`src/mpfr_pkg.sv`:
```
// ----------------------------------------------------------------------------
// mpfr_pkg
// shared constants and types of the mfu page frame replacer
// ----------------------------------------------------------------------------
`default_nettype none

package mpfr_pkg;

    // default sizes
    localparam int FRAMES_DEF     = 4;
    localparam int PAGE_BITS_DEF  = 8;
    localparam int COUNT_BITS_DEF = 16;

    // fixed port field widths
    localparam int PAGE_FIELD_W  = 8;
    localparam int FRAME_FIELD_W = 2;
    localparam int FAULT_W       = 32;

    // control flags of the scan token passed along the cell row
    typedef struct packed {
        logic valid;
        logic found;
        logic empty;
        logic max_set;
    } t_scan_flags;

    // frame update command broadcast to the cells
    typedef struct packed {
        logic en;
        logic replace;
    } t_upd_cmd;

endpackage

`default_nettype wire

```
`src/mpfr_cell.sv`:
```
// ----------------------------------------------------------------------------
// mpfr_cell
// one frame: holds page, valid mark and use count, merges the scan token
// ----------------------------------------------------------------------------
`default_nettype none

module mpfr_cell #(
    parameter int FRAMES     = mpfr_pkg::FRAMES_DEF,
    parameter int PAGE_BITS  = mpfr_pkg::PAGE_BITS_DEF,
    parameter int COUNT_BITS = mpfr_pkg::COUNT_BITS_DEF,
    parameter int CELL_ID    = 0,
    localparam int IDX_W     = $clog2(FRAMES)
) (
    input  wire                        i_clk,
    input  wire                        i_rst_n,
    // token from the left neighbor
    input  mpfr_pkg::t_scan_flags      i_flags,
    input  wire [PAGE_BITS-1:0]        i_page,
    input  wire [IDX_W-1:0]            i_found_idx,
    input  wire [IDX_W-1:0]            i_empty_idx,
    input  wire [IDX_W-1:0]            i_max_idx,
    input  wire [COUNT_BITS-1:0]       i_max_cnt,
    input  wire [PAGE_BITS-1:0]        i_max_page,
    // token to the right neighbor
    output mpfr_pkg::t_scan_flags      o_flags,
    output logic [PAGE_BITS-1:0]       o_page,
    output logic [IDX_W-1:0]           o_found_idx,
    output logic [IDX_W-1:0]           o_empty_idx,
    output logic [IDX_W-1:0]           o_max_idx,
    output logic [COUNT_BITS-1:0]      o_max_cnt,
    output logic [PAGE_BITS-1:0]       o_max_page,
    // update broadcast
    input  mpfr_pkg::t_upd_cmd         i_upd,
    input  wire [IDX_W-1:0]            i_upd_idx,
    input  wire [PAGE_BITS-1:0]        i_upd_page
);
    import mpfr_pkg::*;

    localparam logic [IDX_W-1:0] MY_IDX = IDX_W'(CELL_ID);

    logic                  r_valid;
    logic [PAGE_BITS-1:0]  r_page;
    logic [COUNT_BITS-1:0] r_count;

    t_scan_flags           r_flags;
    logic [PAGE_BITS-1:0]  r_tok_page;
    logic [IDX_W-1:0]      r_found_idx;
    logic [IDX_W-1:0]      r_empty_idx;
    logic [IDX_W-1:0]      r_max_idx;
    logic [COUNT_BITS-1:0] r_max_cnt;
    logic [PAGE_BITS-1:0]  r_max_page;

    logic match;
    logic take_max;
    logic sel;

    assign match    = r_valid && (r_page == i_page);
    assign take_max = !i_flags.max_set || (r_count > i_max_cnt);
    assign sel      = i_upd.en && (i_upd_idx == MY_IDX);

    // frame contents
    always_ff @(posedge i_clk) begin
        if (!i_rst_n) begin
            r_valid <= 1'b0;
            r_page  <= '0;
            r_count <= '0;
        end else if (sel) begin
            if (i_upd.replace) begin
                r_valid <= 1'b1;
                r_page  <= i_upd_page;
                r_count <= '0;
            end else if (!(&r_count)) begin
                // saturate at all ones
                r_count <= r_count + 1'b1;
            end
        end
    end

    // token flags
    always_ff @(posedge i_clk) begin
        if (!i_rst_n) begin
            r_flags <= '0;
        end else begin
            r_flags.valid   <= i_flags.valid;
            r_flags.found   <= i_flags.found | match;
            r_flags.empty   <= i_flags.empty | !r_valid;
            r_flags.max_set <= 1'b1;
        end
    end

    // token payload, first match and first empty win
    always_ff @(posedge i_clk) begin
        r_tok_page  <= i_page;
        r_found_idx <= i_flags.found ? i_found_idx : MY_IDX;
        r_empty_idx <= i_flags.empty ? i_empty_idx : MY_IDX;
        r_max_idx   <= take_max ? MY_IDX  : i_max_idx;
        r_max_cnt   <= take_max ? r_count : i_max_cnt;
        r_max_page  <= take_max ? r_page  : i_max_page;
    end

    assign o_flags     = r_flags;
    assign o_page      = r_tok_page;
    assign o_found_idx = r_found_idx;
    assign o_empty_idx = r_empty_idx;
    assign o_max_idx   = r_max_idx;
    assign o_max_cnt   = r_max_cnt;
    assign o_max_page  = r_max_page;

endmodule

`default_nettype wire

```
`src/mpfr_ctrl.sv`:
```
// ----------------------------------------------------------------------------
// mpfr_ctrl
// item sequencing, replacement decision, fault counter and output register
// ----------------------------------------------------------------------------
`default_nettype none

module mpfr_ctrl #(
    parameter int FRAMES     = mpfr_pkg::FRAMES_DEF,
    parameter int PAGE_BITS  = mpfr_pkg::PAGE_BITS_DEF,
    localparam int IDX_W     = $clog2(FRAMES)
) (
    input  wire                                  i_clk,
    input  wire                                  i_rst_n,
    input  wire                                  i_in_valid,
    output logic                                 o_in_stall,
    // token leaving the last cell
    input  mpfr_pkg::t_scan_flags                i_last_flags,
    input  wire [PAGE_BITS-1:0]                  i_last_page,
    input  wire [IDX_W-1:0]                      i_last_found_idx,
    input  wire [IDX_W-1:0]                      i_last_empty_idx,
    input  wire [IDX_W-1:0]                      i_last_max_idx,
    input  wire [PAGE_BITS-1:0]                  i_last_max_page,
    // update broadcast
    output mpfr_pkg::t_upd_cmd                   o_upd,
    output logic [IDX_W-1:0]                     o_upd_idx,
    output logic [PAGE_BITS-1:0]                 o_upd_page,
    // result channel
    output logic                                 o_out_valid,
    input  wire                                  i_out_stall,
    output logic                                 o_hit,
    output logic [mpfr_pkg::FRAME_FIELD_W-1:0]   o_frame_index,
    output logic                                 o_evicted_valid,
    output logic [mpfr_pkg::PAGE_FIELD_W-1:0]    o_evicted_page,
    output logic [mpfr_pkg::FAULT_W-1:0]         o_fault_total
);
    import mpfr_pkg::*;

    localparam logic [1:0] ST_IDLE   = 2'd0;
    localparam logic [1:0] ST_SCAN   = 2'd1;
    localparam logic [1:0] ST_COMMIT = 2'd2;

    logic [1:0]           r_state;
    logic [1:0]           n_state;

    logic                 r_dec_hit;
    logic                 r_dec_evict;
    logic [IDX_W-1:0]     r_dec_slot;
    logic [PAGE_BITS-1:0] r_dec_page;
    logic [PAGE_BITS-1:0] r_dec_ev_page;

    logic [FAULT_W-1:0]   r_fault;
    logic [FAULT_W-1:0]   n_fault;

    logic                       r_out_valid;
    logic                       r_out_hit;
    logic [FRAME_FIELD_W-1:0]   r_out_frame;
    logic                       r_out_ev_valid;
    logic [PAGE_FIELD_W-1:0]    r_out_ev_page;
    logic [FAULT_W-1:0]         r_out_fault;

    logic                 in_accept;
    logic                 scan_done;
    logic                 out_free;
    logic                 commit;
    logic                 dec_evict;
    logic [IDX_W-1:0]     dec_slot;
    logic [IDX_W+FRAME_FIELD_W-1:0] slot_ext;

    assign in_accept = i_in_valid && (r_state == ST_IDLE);
    assign scan_done = (r_state == ST_SCAN) && i_last_flags.valid;
    assign out_free  = !r_out_valid || !i_out_stall;
    assign commit    = (r_state == ST_COMMIT) && out_free;

    // hit, else lowest empty, else greatest count
    assign dec_evict = !i_last_flags.found && !i_last_flags.empty;
    assign dec_slot  = i_last_flags.found ? i_last_found_idx :
                       i_last_flags.empty ? i_last_empty_idx : i_last_max_idx;

    always_comb begin
        n_state = r_state;
        unique case (r_state)
            ST_IDLE:   if (in_accept) n_state = ST_SCAN;
            ST_SCAN:   if (scan_done) n_state = ST_COMMIT;
            ST_COMMIT: if (out_free) n_state = ST_IDLE;
            default:   n_state = ST_IDLE;
        endcase
    end

    always_ff @(posedge i_clk) begin
        if (!i_rst_n) begin
            r_state <= ST_IDLE;
        end else begin
            r_state <= n_state;
        end
    end

    always_ff @(posedge i_clk) begin
        if (scan_done) begin
            r_dec_hit     <= i_last_flags.found;
            r_dec_evict   <= dec_evict;
            r_dec_slot    <= dec_slot;
            r_dec_page    <= i_last_page;
            r_dec_ev_page <= dec_evict ? i_last_max_page : '0;
        end
    end

    assign n_fault = r_fault + FAULT_W'(!r_dec_hit);

    always_ff @(posedge i_clk) begin
        if (!i_rst_n) begin
            r_fault <= '0;
        end else if (commit) begin
            r_fault <= n_fault;
        end
    end

    assign slot_ext = {{FRAME_FIELD_W{1'b0}}, r_dec_slot};

    always_ff @(posedge i_clk) begin
        if (!i_rst_n) begin
            r_out_valid <= 1'b0;
        end else if (commit) begin
            r_out_valid <= 1'b1;
        end else if (!i_out_stall) begin
            r_out_valid <= 1'b0;
        end
    end

    always_ff @(posedge i_clk) begin
        if (commit) begin
            r_out_hit      <= r_dec_hit;
            r_out_frame    <= slot_ext[FRAME_FIELD_W-1:0];
            r_out_ev_valid <= r_dec_evict;
            r_out_ev_page  <= PAGE_FIELD_W'(r_dec_ev_page);
            r_out_fault    <= n_fault;
        end
    end

    assign o_in_stall      = (r_state != ST_IDLE);
    assign o_upd.en        = commit;
    assign o_upd.replace   = !r_dec_hit;
    assign o_upd_idx       = r_dec_slot;
    assign o_upd_page      = r_dec_page;
    assign o_out_valid     = r_out_valid;
    assign o_hit           = r_out_hit;
    assign o_frame_index   = r_out_frame;
    assign o_evicted_valid = r_out_ev_valid;
    assign o_evicted_page  = r_out_ev_page;
    assign o_fault_total   = r_out_fault;

endmodule

`default_nettype wire

```
`src/mfu_page_frame_replacer_top.sv`:
```
// ----------------------------------------------------------------------------
// mfu_page_frame_replacer_top
// most-frequently-used page frame replacer built as a row of frame cells
// ----------------------------------------------------------------------------
//  channel  direction  handshake                 payload
//  in       input      i_in_valid / o_in_stall   i_page
//  out      output     o_out_valid / i_out_stall o_hit, o_frame_index,
//                                                o_evicted_valid, o_evicted_page,
//                                                o_fault_total
//
//  for each item a scan token walks the cell row one cell per cycle, then
//  the decision is registered and then committed
//  the next item is taken only after the frame update has landed
//  a finished result sits in the output register while the next item scans
//  a stalled output holds the commit, and with it the input, until taken
//  reset (synchronous, active low) empties all frames and zeroes the fault count
// ----------------------------------------------------------------------------
`default_nettype none

module mfu_page_frame_replacer_top #(
    parameter int FRAMES     = mpfr_pkg::FRAMES_DEF,
    parameter int PAGE_BITS  = mpfr_pkg::PAGE_BITS_DEF,
    parameter int COUNT_BITS = mpfr_pkg::COUNT_BITS_DEF
) (
    input  wire                                  i_clk,
    input  wire                                  i_rst_n,
    // request channel
    input  wire                                  i_in_valid,
    output logic                                 o_in_stall,
    input  wire [mpfr_pkg::PAGE_FIELD_W-1:0]     i_page,
    // result channel
    output logic                                 o_out_valid,
    input  wire                                  i_out_stall,
    output logic                                 o_hit,
    output logic [mpfr_pkg::FRAME_FIELD_W-1:0]   o_frame_index,
    output logic                                 o_evicted_valid,
    output logic [mpfr_pkg::PAGE_FIELD_W-1:0]    o_evicted_page,
    output logic [mpfr_pkg::FAULT_W-1:0]         o_fault_total
);
    import mpfr_pkg::*;

    localparam int IDX_W = $clog2(FRAMES);

    // token chain, entry 0 is the seed, entry k+1 leaves cell k
    t_scan_flags           tok_flags     [FRAMES+1];
    logic [PAGE_BITS-1:0]  tok_page      [FRAMES+1];
    logic [IDX_W-1:0]      tok_found_idx [FRAMES+1];
    logic [IDX_W-1:0]      tok_empty_idx [FRAMES+1];
    logic [IDX_W-1:0]      tok_max_idx   [FRAMES+1];
    logic [COUNT_BITS-1:0] tok_max_cnt   [FRAMES+1];
    logic [PAGE_BITS-1:0]  tok_max_page  [FRAMES+1];

    t_upd_cmd              upd;
    logic [IDX_W-1:0]      upd_idx;
    logic [PAGE_BITS-1:0]  upd_page;

    // seed token: only carries the request, nothing found yet
    assign tok_flags[0]     = t_scan_flags'{valid:   i_in_valid && !o_in_stall,
                                            found:   1'b0,
                                            empty:   1'b0,
                                            max_set: 1'b0};
    assign tok_page[0]      = PAGE_BITS'(i_page);
    assign tok_found_idx[0] = '0;
    assign tok_empty_idx[0] = '0;
    assign tok_max_idx[0]   = '0;
    assign tok_max_cnt[0]   = '0;
    assign tok_max_page[0]  = '0;

    // row of frame cells, each looks at the token once as it passes
    for (genvar g = 0; g < FRAMES; g++) begin : g_cell
        mpfr_cell #(
            .FRAMES     (FRAMES),
            .PAGE_BITS  (PAGE_BITS),
            .COUNT_BITS (COUNT_BITS),
            .CELL_ID    (g)
        ) u_cell (
            .i_clk       (i_clk),
            .i_rst_n     (i_rst_n),
            .i_flags     (tok_flags[g]),
            .i_page      (tok_page[g]),
            .i_found_idx (tok_found_idx[g]),
            .i_empty_idx (tok_empty_idx[g]),
            .i_max_idx   (tok_max_idx[g]),
            .i_max_cnt   (tok_max_cnt[g]),
            .i_max_page  (tok_max_page[g]),
            .o_flags     (tok_flags[g+1]),
            .o_page      (tok_page[g+1]),
            .o_found_idx (tok_found_idx[g+1]),
            .o_empty_idx (tok_empty_idx[g+1]),
            .o_max_idx   (tok_max_idx[g+1]),
            .o_max_cnt   (tok_max_cnt[g+1]),
            .o_max_page  (tok_max_page[g+1]),
            .i_upd       (upd),
            .i_upd_idx   (upd_idx),
            .i_upd_page  (upd_page)
        );
    end

    // decision, commit and result register
    mpfr_ctrl #(
        .FRAMES    (FRAMES),
        .PAGE_BITS (PAGE_BITS)
    ) u_ctrl (
        .i_clk            (i_clk),
        .i_rst_n          (i_rst_n),
        .i_in_valid       (i_in_valid),
        .o_in_stall       (o_in_stall),
        .i_last_flags     (tok_flags[FRAMES]),
        .i_last_page      (tok_page[FRAMES]),
        .i_last_found_idx (tok_found_idx[FRAMES]),
        .i_last_empty_idx (tok_empty_idx[FRAMES]),
        .i_last_max_idx   (tok_max_idx[FRAMES]),
        .i_last_max_page  (tok_max_page[FRAMES]),
        .o_upd            (upd),
        .o_upd_idx        (upd_idx),
        .o_upd_page       (upd_page),
        .o_out_valid      (o_out_valid),
        .i_out_stall      (i_out_stall),
        .o_hit            (o_hit),
        .o_frame_index    (o_frame_index),
        .o_evicted_valid  (o_evicted_valid),
        .o_evicted_page   (o_evicted_page),
        .o_fault_total    (o_fault_total)
    );

    // the final max count is only needed inside the row
    logic unused_max_cnt;
    assign unused_max_cnt = ^tok_max_cnt[FRAMES];

endmodule

`default_nettype wire

```
`config.mk`:
```
export PLATFORM = sky130hd
export DESIGN_NAME = mfu_page_frame_replacer_top
export DESIGN_NICKNAME = d
export VERILOG_FILES = /design/src/mpfr_pkg.sv /design/src/mpfr_cell.sv /design/src/mpfr_ctrl.sv /design/src/mfu_page_frame_replacer_top.sv
export SDC_FILE = /design/constraint.sdc
export NUM_CORES = 1
export LEC_CHECK = 0
export ABC_AREA = 1
export BUFFER_PORTS_ARGS = -buffer_cell sky130_fd_sc_hd__buf_2
export CORE_AREA = 4 4 179 181
export CTS_CLUSTER_DIAMETER = 200
export CTS_CLUSTER_SIZE = 30
export DETAILED_ROUTE_END_ITERATION = 7
export DIE_AREA = 0 0 183 185
export GPL_ROUTABILITY_DRIVEN = 0
export PLACE_DENSITY = 0.82
export SLEW_MARGIN = 0
export SYNTH_ARGS = -nofsm -noshare
export SYNTH_HDL_FRONTEND = slang
export SYNTH_HIERARCHICAL = 1
export SYNTH_SLANG_ARGS = --single-unit
```
`constraint.sdc`:
```
create_clock -name i_clk -period 7.22 [get_ports i_clk]
set_clock_uncertainty 0.1 [all_clocks]
set_input_delay 1.805 -clock i_clk [delete_from_list [all_inputs] [get_ports i_clk]]
set_output_delay 1.805 -clock i_clk [all_outputs]
set_load 0.03 [all_outputs]
```
==> flow_summary.toml, run 1 <==
[outcome]
status = "complete, no violations"

[global_route]
grt.total_usage_pct = 19.8
antenna_found_initial = 0
grt_pass1_wl_mm = 57.2
overflow = 0
grt_max_degree = 70
grt_pass1_vias = 12400

[setup_path]
endpoint_kind = "flop"
cp-start-kind = "input pin"
r2r_start = "g_cell[1].u_cell/o_max_cnt[15]"
worstPathArrival_ns = 3.86
critPathLaunch = "i_out_stall"
slowest_stage = "nand2_1"
cp_max_fo = 15
path_class = "in2reg"
crit_chain = "buf_2 > nand2_1 > nand3_1 > inv_2 > nand2_1 > nor2_4 > nand2_1 > nand2_1 > clkinv_1 > nand2_1 > nor2_1"
worstPathRequired_ns = 7.55
critPathMaxStageDelay_ns = 0.34
critPathMostFrequentCell = "nand2_1"

[sta]
slew-limit-headroom_pct = 30.6
rsz0062_at_grt = "false"
setup_tns_ns = 0
min_period_ns = 3.53
whs_ns = 0.276
finalCritPeriodShare_pct = 48.9
hold_viol = 0
slew_violations = 0
max_freq_ghz = 0.283
worstMarginPinSlew_ns = 1.04
setup_viol = 0

[floorplanning]
start_util_pct = 52.6
core-area_sq_mm = 0.0304
die_h_um = 185
die_w_um = 183
io_pins = 58
dieArea_sq_mm = 0.0339
num_rows = 64

[route]
num_vias = 13100
vias_per_cell = 5.15
drcViolationCount = 0
drtPass1Iterations = 6
drtIter0Drc = 1105
drtAntennaViolNets = 0
wl_per_cell_um = 13.5
routed_wl_mm = 34.3

[cts]
htreeDepth = 1
cts_tree = "yes"
cts_root_buffer = "clkbuf_16"
clk_latency_ns = 0.52
cts_buffer_depth = 3
cts.hold.buffers_added = 0
cts_buffers = 15
path_clk_slew_ns = 0.11
clkSinkCount = 350
cts_resized = 0
cts_setup_buffers = 0

[flow_run]
maxCapViolations = 0

[layout]
syn2layout_area_growth_pct = 7.03
utilization_pct = 56.3
diodes = 0
final_cell_mix = "nand2_1 (562), dfxtp_1 (286), inv_1 (268), nor2_1 (206), nand3_1 (169)"
final_nets = 2225
drive_above_1_share_pct = 8.33
n_fill_cell = 2703
final_common_cell = "nand2_1"

[pwr]
vdd_drop_max_v = 0.000150
power.density_mw_per_mm2 = 186
p_leak_nw = 7.25

[synth]
synthesis.area_sq_mm = 0.0160
postSynthAreaPerCell_sq_um = 7.76
yosys_warnings = 6
syn_inst = 2061

[hold_path]
min_path_type = "reg2reg"
min_from = "g_cell[1].u_cell/o_page[7]"

[place]
portBuffers = 57
hpwlAfterDp_mm = 25.4
-- critical path: cells and delay by family --
kind,cells,cell delay [ns]
and+or+nand+nor,8,1.46
buffers and inverters,3,0.59
-- cell type report --
type	instances	area [sq um]	share of cell area (%)
repair buffers	62	323	1.89
clock buffers	22	402	2.35
inverters	283	1060	6.21
well taps	396	495	2.89
flip-flops and latches	350	7650	44.7
multi-input cells	1431	7170	41.9
clock inverters	2	20.0	0.117
-- flip-flops by register name, summed over array words and instances, names as in the netlist, 4 cells and up --
signal	count
u_ctrl/o_evicted_page	8
u_ctrl/o_upd_page	8
g_cell.u_cell/o_max_idx	8
u_ctrl/o_fault_total	32
g_cell.u_cell/r_count	64
g_cell.u_cell/r_valid	4
g_cell.u_cell/o_empty_idx	8
g_cell.u_cell/o_max_page	32
g_cell.u_cell/r_page	32
g_cell.u_cell/o_found_idx	8
g_cell.u_cell/o_flags	15
g_cell.u_cell/o_page	32
g_cell.u_cell/o_max_cnt	48
u_ctrl/r_dec_ev_page	8
u_ctrl/r_fault	32
-- routing by layer --
metal / global-route usage [%] / vias to the layer above / wire, um
met1: 25.3 / 6009 / 14900
met3: 2.30 / 62 / 1880
met2: 35.5 / 388 / 16500
met5: 0 / - / 0
li1: - / 6650 / -
met4: 5.84 / 0 / 961
-- path summary, 6_finish.rpt --
path / end / slack [ns] / cells past startpoint
worst max register to register: g_cell[2].u_cell/o_max_page[4] / 4.33 / 9
worst min register to register: g_cell[2].u_cell/o_page[7] / 0.28 / 0
worst min-delay path: g_cell[2].u_cell/o_page[7] / 0.28 / 0
worst max-delay path: g_cell[1].u_cell/r_count[10] / 3.69 / 11
-- power by group --
| group | total (mW) | internal, mW | switching [mW] |
|---|---|---|---|
| Sequential | 2.05 | 2.02 | 0.0261 |
| Clock | 0.987 | 0.400 | 0.587 |
| Combinational | 0.143 | 0.0451 | 0.0979 |
| Total | 3.18 | 2.47 | 0.711 |
-- through the flow --
| stage | power [mW] | instance area [sq um] | std cells | setup WS, ns |
|---|---|---|---|---|
| 6_report | 3.18 | 17100 | 2546 | 3.69 |
| 5_1_grt | 3.29 | 17100 | 2546 | 3.50 |
| 4_1_cts | 3.19 | 17100 | 2546 | 3.75 |
| 3_5_place_dp | 2.23 | 16700 | 2522 | 3.20 |
| 3_3_place_gp | 2.22 | 16700 | 2522 | 3.30 |
| 2_1_floorplan | 2.19 | 16200 | 2113 | 3.34 |
Power figures use the tool's default switching activity.
==> inputs of run 2 (changes only) <==
==> constraint.sdc (replaced) <==
create_clock -name i_clk -period 3.3 [get_ports i_clk]
set_clock_uncertainty 0.1 [all_clocks]
set_input_delay 0.825 -clock i_clk [delete_from_list [all_inputs] [get_ports i_clk]]
set_output_delay 0.825 -clock i_clk [all_outputs]
set_load 0.03 [all_outputs]
==> run 2 against run 1 <==
  * Via count rose by 0.69%
  * Utilization increased by 0.14 points
  * Count of clock-buffer cells in the layout down 2
  * Global-route usage is 0.48 points higher
  * Die area is the same
  * Setup slack got worse by 2.8 ns
  * Combinational power grew 130%
  * Register-to-register slack got worse by 3.4 ns
  * Largest cell class unchanged
==> flow_summary.toml, run 2 (synthesis results as in run 1) <==
[route]
drcViolationCount = 0
drtPass1Iterations = 6
num_vias = 13200
vias_per_cell = 5.17
routed_wl_mm = 34.8
drtAntennaViolNets = 0
drtIter0Drc = 1296
wl_per_cell_um = 13.6

[sta]
slew_violations = 0
rsz0062_at_grt = "false"
whs_ns = 0.272
hold_viol = 0
finalCritPeriodShare_pct = 72.1
setup_tns_ns = 0
setup_slack_ns = 0.922
min_period_ns = 2.38
worstMarginPinSlew_ns = 0.777
max_freq_ghz = 0.421
slew-limit-headroom_pct = 48.2
setup_viol = 0

[setup_path]
critical-path-top-delay-family = "buffers and inverters"
crit_end = "g_cell[0].u_cell/r_count[1]"
critPathMostFrequentCell = "nand2_1"
slowest_stage = "clkinv_1"
crit_chain = "buf_2 > nand2_1 > nand3_1 > inv_2 > nand2_1 > inv_2 > nand2_1 > buf_4 > nand2_1 > clkinv_1 > o21ai_0 > nor2_1"
worstPathRequired_ns = 3.60
path_class = "in2reg"
timing.rr.end = "g_cell[1].u_cell/o_max_cnt[13]"
cp_max_fo = 15
r2r_start = "g_cell[1].u_cell/r_count[13]"
worstPathArrival_ns = 2.68
ff2ff_setup_slack_ns = 0.97
critPathMaxStageDelay_ns = 0.32
crit_buf_inv = 5
ff2ff_path_depth = 8
endpoint_kind = "flop"
critPathLaunch = "i_out_stall"
cp-start-kind = "input pin"
cp.depth = 12

[cts]
cts_resized = 0
cts_buffers = 15
cts_tree = "yes"
cts.hold.buffers_added = 0
cts_setup_buffers = 0
clkSinkCount = 350
clk_latency_ns = 0.51
cts_root_buffer = "clkbuf_16"
cts_buffer_depth = 3
htreeDepth = 1
path_clk_slew_ns = 0.11

[place]
postPlaceCellArea_sq_mm = 0.0168
hpwlAfterDp_mm = 25.9
portBuffers = 57
dp.cells = 2530
dp_slack_ns = 0.449

[pwr]
p_leak_nw = 7.28
power.share.switching_pct = 22.1
pwr-share-comb_pct = 4.8
vdd_drop_max_v = 0.000382
internal-power_mw = 5.39
power.density_mw_per_mm2 = 403
p_clk_share_pct = 30.5
seqPwrFrac_pct = 64.7
power.switching_mw = 1.53

[layout]
largest_reg_flops = 64
fin_area_sq_mm = 0.0172
final_nets = 2233
layout.cells.non_filler = 2551
final_common_cell = "nand2_1"
drive_above_1_share_pct = 8.63
diodes = 0
regMostFlops = "g_cell.u_cell/r_count"
syn2layout_area_growth_pct = 7.31
final_cell_mix = "nand2_1 (562), dfxtp_1 (286), inv_1 (268), nor2_1 (206), nand3_1 (169)"

[floorplanning]
die_w_um = 183
start_util_pct = 52.6
die_h_um = 185
dieArea_sq_mm = 0.0339
core-area_sq_mm = 0.0304
io_pins = 58
num_rows = 64

[global_route]
grt_pass1_vias = 12700
antenna_found_initial = 0
overflow = 0
grt.total_usage_pct = 20.3
grt_pass1_wl_mm = 58.8
grt_max_degree = 68

[outcome]
status = "complete, no violations"

[flow_run]
maxCapViolations = 0

[hold_path]
min_path_type = "reg2reg"
run 2: cell types whose count changed in the layout (fill, tap and decap cells not counted), sizes merged:
cell / previous run / this run
buf: 62 / 70
clkbuf: 22 / 20
inv: 277 / 276
run 2: cell type report:
class | instances | area [sq um]
Tap cell | 396 | 495
Clock inverter | 1 | 11.3
Sequential cell | 350 | 7650
Clock buffer | 20 | 394
Multi-Input combinational cell | 1431 | 7170
Timing Repair Buffer | 70 | 383
Inverter | 283 | 1060
Fill cell | 2679 | 13300
run 2: how the worst min path moves through the flow:
stage                                    start                         end  slack (ns)  cells after the start
floorplan           g_cell[0].u_cell/o_page[7]  g_cell[1].u_cell/o_page[7]        0.24                      0
global placement    g_cell[1].u_cell/o_page[2]  g_cell[2].u_cell/o_page[2]        0.26                      0
detailed placement  g_cell[1].u_cell/o_page[2]  g_cell[2].u_cell/o_page[2]        0.26                      0
CTS                 g_cell[2].u_cell/o_page[2]  g_cell[3].u_cell/o_page[2]        0.28                      0
global route        g_cell[2].u_cell/o_page[2]  g_cell[3].u_cell/o_page[2]        0.29                      0
finish              g_cell[2].u_cell/o_page[2]  g_cell[3].u_cell/o_page[2]        0.27                      0
run 2: routing by layer:
metal	vias to the layer above	GRT usage (%)	routed length [um]
met5	-	0	0
met4	0	6.11	977
met3	79	2.16	2260
met2	466	35.9	16600
met1	5995	26.4	15000
li1	6659	-	-
run 2: worst reg2reg max path: stages (launching register included):
cell and delay, ns:
dfxtp_1 0.41, ha_1 0.34, nand2_1 0.08, nor3_1 0.41
nand3_1 0.17, nand2_2 0.12, nand2_2 0.31, nand2_1 0.16
nand2_1 0.11
run 2: stage by stage:
step / total power, mW / utilization [%]
detailed placement: 4.89 / 55.1
finish: 6.91 / 56.4
global placement: 4.87 / 55.1
CTS: 6.95 / 56.4
global route: 7.17 / 56.4
floorplan: 4.80 / -
run 2: power by group through the flow:
stage	sequential, mW	clock [mW]	combinational (mW)
2_1_floorplan	4.55	0	0.252
3_3_place_gp	4.56	0	0.310
3_5_place_dp	4.57	0	0.322
4_1_cts	4.47	2.15	0.325
5_1_grt	4.48	2.31	0.381
6_report	4.47	2.11	0.332
==> inputs of run 3 (changes only) <==
--- a/config.mk
+++ b/config.mk
@@ -5,15 +5,15 @@
 export SDC_FILE = /design/constraint.sdc
 export NUM_CORES = 1
 export LEC_CHECK = 0
-export ABC_AREA = 1
+export ABC_AREA = 0
 export BUFFER_PORTS_ARGS = -buffer_cell sky130_fd_sc_hd__buf_2
-export CORE_AREA = 4 4 179 181
+export CORE_AREA = 4 4 174 176
 export CTS_CLUSTER_DIAMETER = 200
 export CTS_CLUSTER_SIZE = 30
 export DETAILED_ROUTE_END_ITERATION = 7
-export DIE_AREA = 0 0 183 185
+export DIE_AREA = 0 0 178 180
 export GPL_ROUTABILITY_DRIVEN = 0
-export PLACE_DENSITY = 0.82
+export PLACE_DENSITY = 0.85
 export SLEW_MARGIN = 0
 export SYNTH_ARGS = -nofsm -noshare
 export SYNTH_HDL_FRONTEND = slang
==> constraint.sdc (replaced) <==
create_clock -name i_clk -period 2.15 [get_ports i_clk]
set_clock_uncertainty 0.1 [all_clocks]
set_input_delay 0.5375 -clock i_clk [delete_from_list [all_inputs] [get_ports i_clk]]
set_output_delay 0.5375 -clock i_clk [all_outputs]
set_load 0.03 [all_outputs]
==> run 3 against run 2 <==
  * The run now ends with slew limit, setup timing left
  * Sequential power grew 54%
  * Synthesized area down 5.8%
  * Clock power rose by 59%
  * Via count shrank 11%
  * Final cell count is 18% lower
  * Count of clock-buffer cells in the layout up 2
  * Largest power group unchanged
==> flow_summary.toml, run 3 <==
[outcome]
status = "finished with violations"
violations = "slew limit, setup timing"

[global_route]
grt_pass1_wl_mm = 58.2
antenna_found_initial = 0
overflow = 0
grt.total_usage_pct = 21.8
grt_pass1_vias = 11600
grt_max_degree = 47

[floorplanning]
core-area_sq_mm = 0.0286
dieArea_sq_mm = 0.0320
start_util_pct = 52.6
num_rows = 62
io_pins = 58
die_h_um = 180
die_w_um = 178

[setup_path]
worstPathRequired_ns = 2.46
cp_max_fo = 8
worstPathArrival_ns = 2.71
path_class = "reg2reg"
endpoint_kind = "flop"
cp-start-kind = "flop"

[layout]
regMostFlops = "g_cell.u_cell/r_count"
largest_reg_flops = 64
syn2layout_area_growth_pct = 29.3
final_common_cell = "dfxtp_1"
final_cell_mix = "dfxtp_1 (235), buf_4 (159), nand2_1 (127), nor2_1 (77), mux2_4 (67)"
diodes = 0
final_nets = 1787
fin_area_sq_mm = 0.0195
drive_above_1_share_pct = 36.7
layout.cells.non_filler = 2096

[sta]
setup_viol = 125
max_freq_ghz = 0.417
min_period_ns = 2.40
slew_violations = 27
slew-limit-headroom_pct = -5.91
rsz0062_at_grt = "true"
finalCritPeriodShare_pct = 112
setup_slack_ns = -0.248
hold_viol = 0
worstMarginPinSlew_ns = 1.59

[cts]
path_clk_slew_ns = 0.12
clk_latency_ns = 0.52
cts_buffers = 15
htreeDepth = 1
clkSinkCount = 350
cts_buffer_depth = 3
cts_tree = "yes"
cts.hold.buffers_added = 0
cts_root_buffer = "clkbuf_16"

[place]
postPlaceCellArea_sq_mm = 0.0173
portBuffers = 57
dp.cells = 2017
hpwlAfterDp_mm = 23.4

[synth]
postSynthAreaPerCell_sq_um = 10.5
synthesis.area_sq_mm = 0.0151
yosys_warnings = 6
syn_inst = 1432

[route]
drcViolationCount = 0
drtIter0Drc = 1059
routed_wl_mm = 40.8
drtAntennaViolNets = 0
wl_per_cell_um = 19.5
drtPass1Iterations = 5
vias_per_cell = 5.64
num_vias = 11800

[flow_run]
maxCapViolations = 0

[pwr]
p_leak_nw = 7.71
vdd_drop_max_v = 0.000468
power.density_mw_per_mm2 = 571
finalPower_mw = 11.1

[hold_path]
min_path_type = "in2reg"
[run 3: critical path, cell delays in order, from the launching register on]
cell,delay (ns)
dfxtp_1,0.41
ha_4,0.23
a21oi_1,0.19
o21ai_0,0.18
a22o_1,0.25
o31ai_4,0.30
buf_6,0.18
buf_16,0.15
mux2_4,0.31
[run 3: cell type report]
cell class,count,area [sq um]
clock inverter,2,20.0
tap,384,480
clock buffer,22,402
sequential,350,7710
fill,1834,9150
multi-input combinational,1004,8480
inverter,84,323
timing repair buffer,250,2060
[run 3: timing repair]
| item | CTS | global route |
|---|---|---|
| gates cloned | 6 | 4 |
| setup buffers | 24 | 26 |
| setup endpoints to repair | 90 | 137 |
| gates resized for setup | 113 | 166 |
| pin swaps | 43 | 69 |
[run 3: final timing paths]
kind                          startpoint                             end  slack, ns  cells after the start
min reg2reg   g_cell[1].u_cell/o_page[1]      g_cell[2].u_cell/o_page[1]       0.28                      0
max          g_cell[2].u_cell/r_count[5]  g_cell[2].u_cell/o_max_cnt[14]      -0.25                      8
min                            i_page[0]      g_cell[0].u_cell/o_page[0]       0.04                      1
max reg2reg  g_cell[2].u_cell/r_count[5]  g_cell[2].u_cell/o_max_cnt[14]      -0.25                      8
[run 3: stage by stage]
stage | setup slack (ns) | TNS (ns) | hold WS [ns] | utilization [%]
finish | -0.248 | -15.72 | 0.0367 | 68.0
global route | -0.296 | -23.42 | 0.0188 | 68.0
CTS | -0.156 | -5.38 | 0.0235 | 64.5
detailed placement | -0.358 | -17.35 | 0.260 | 60.5
global placement | -0.313 | -12.99 | 0.258 | 60.5
floorplan | -0.730 | -61.74 | 0.249 | -
[run 3: metal layers]
layer | routed length [um] | up-vias | share of wire, % | track usage, %
li1 | - | 5485 | - | -
met1 | 15500 | 5694 | 38 | 26.0
met2 | 21400 | 472 | 53 | 40.5
met3 | 2180 | 160 | 5.4 | 2.75
met4 | 1680 | 0 | 4.1 | 6.78
met5 | 0 | - | 0 | 0
[run 3: report_power, final]
group | leakage (nW) | internal [mW] | total, mW | switching, mW
registers | 2.94 | 6.80 | 6.88 | 0.0849
clock network | 0.204 | 1.34 | 3.36 | 2.02
logic | 4.57 | 0.456 | 0.882 | 0.426
total | 7.71 | 8.60 | 11.1 | 2.53
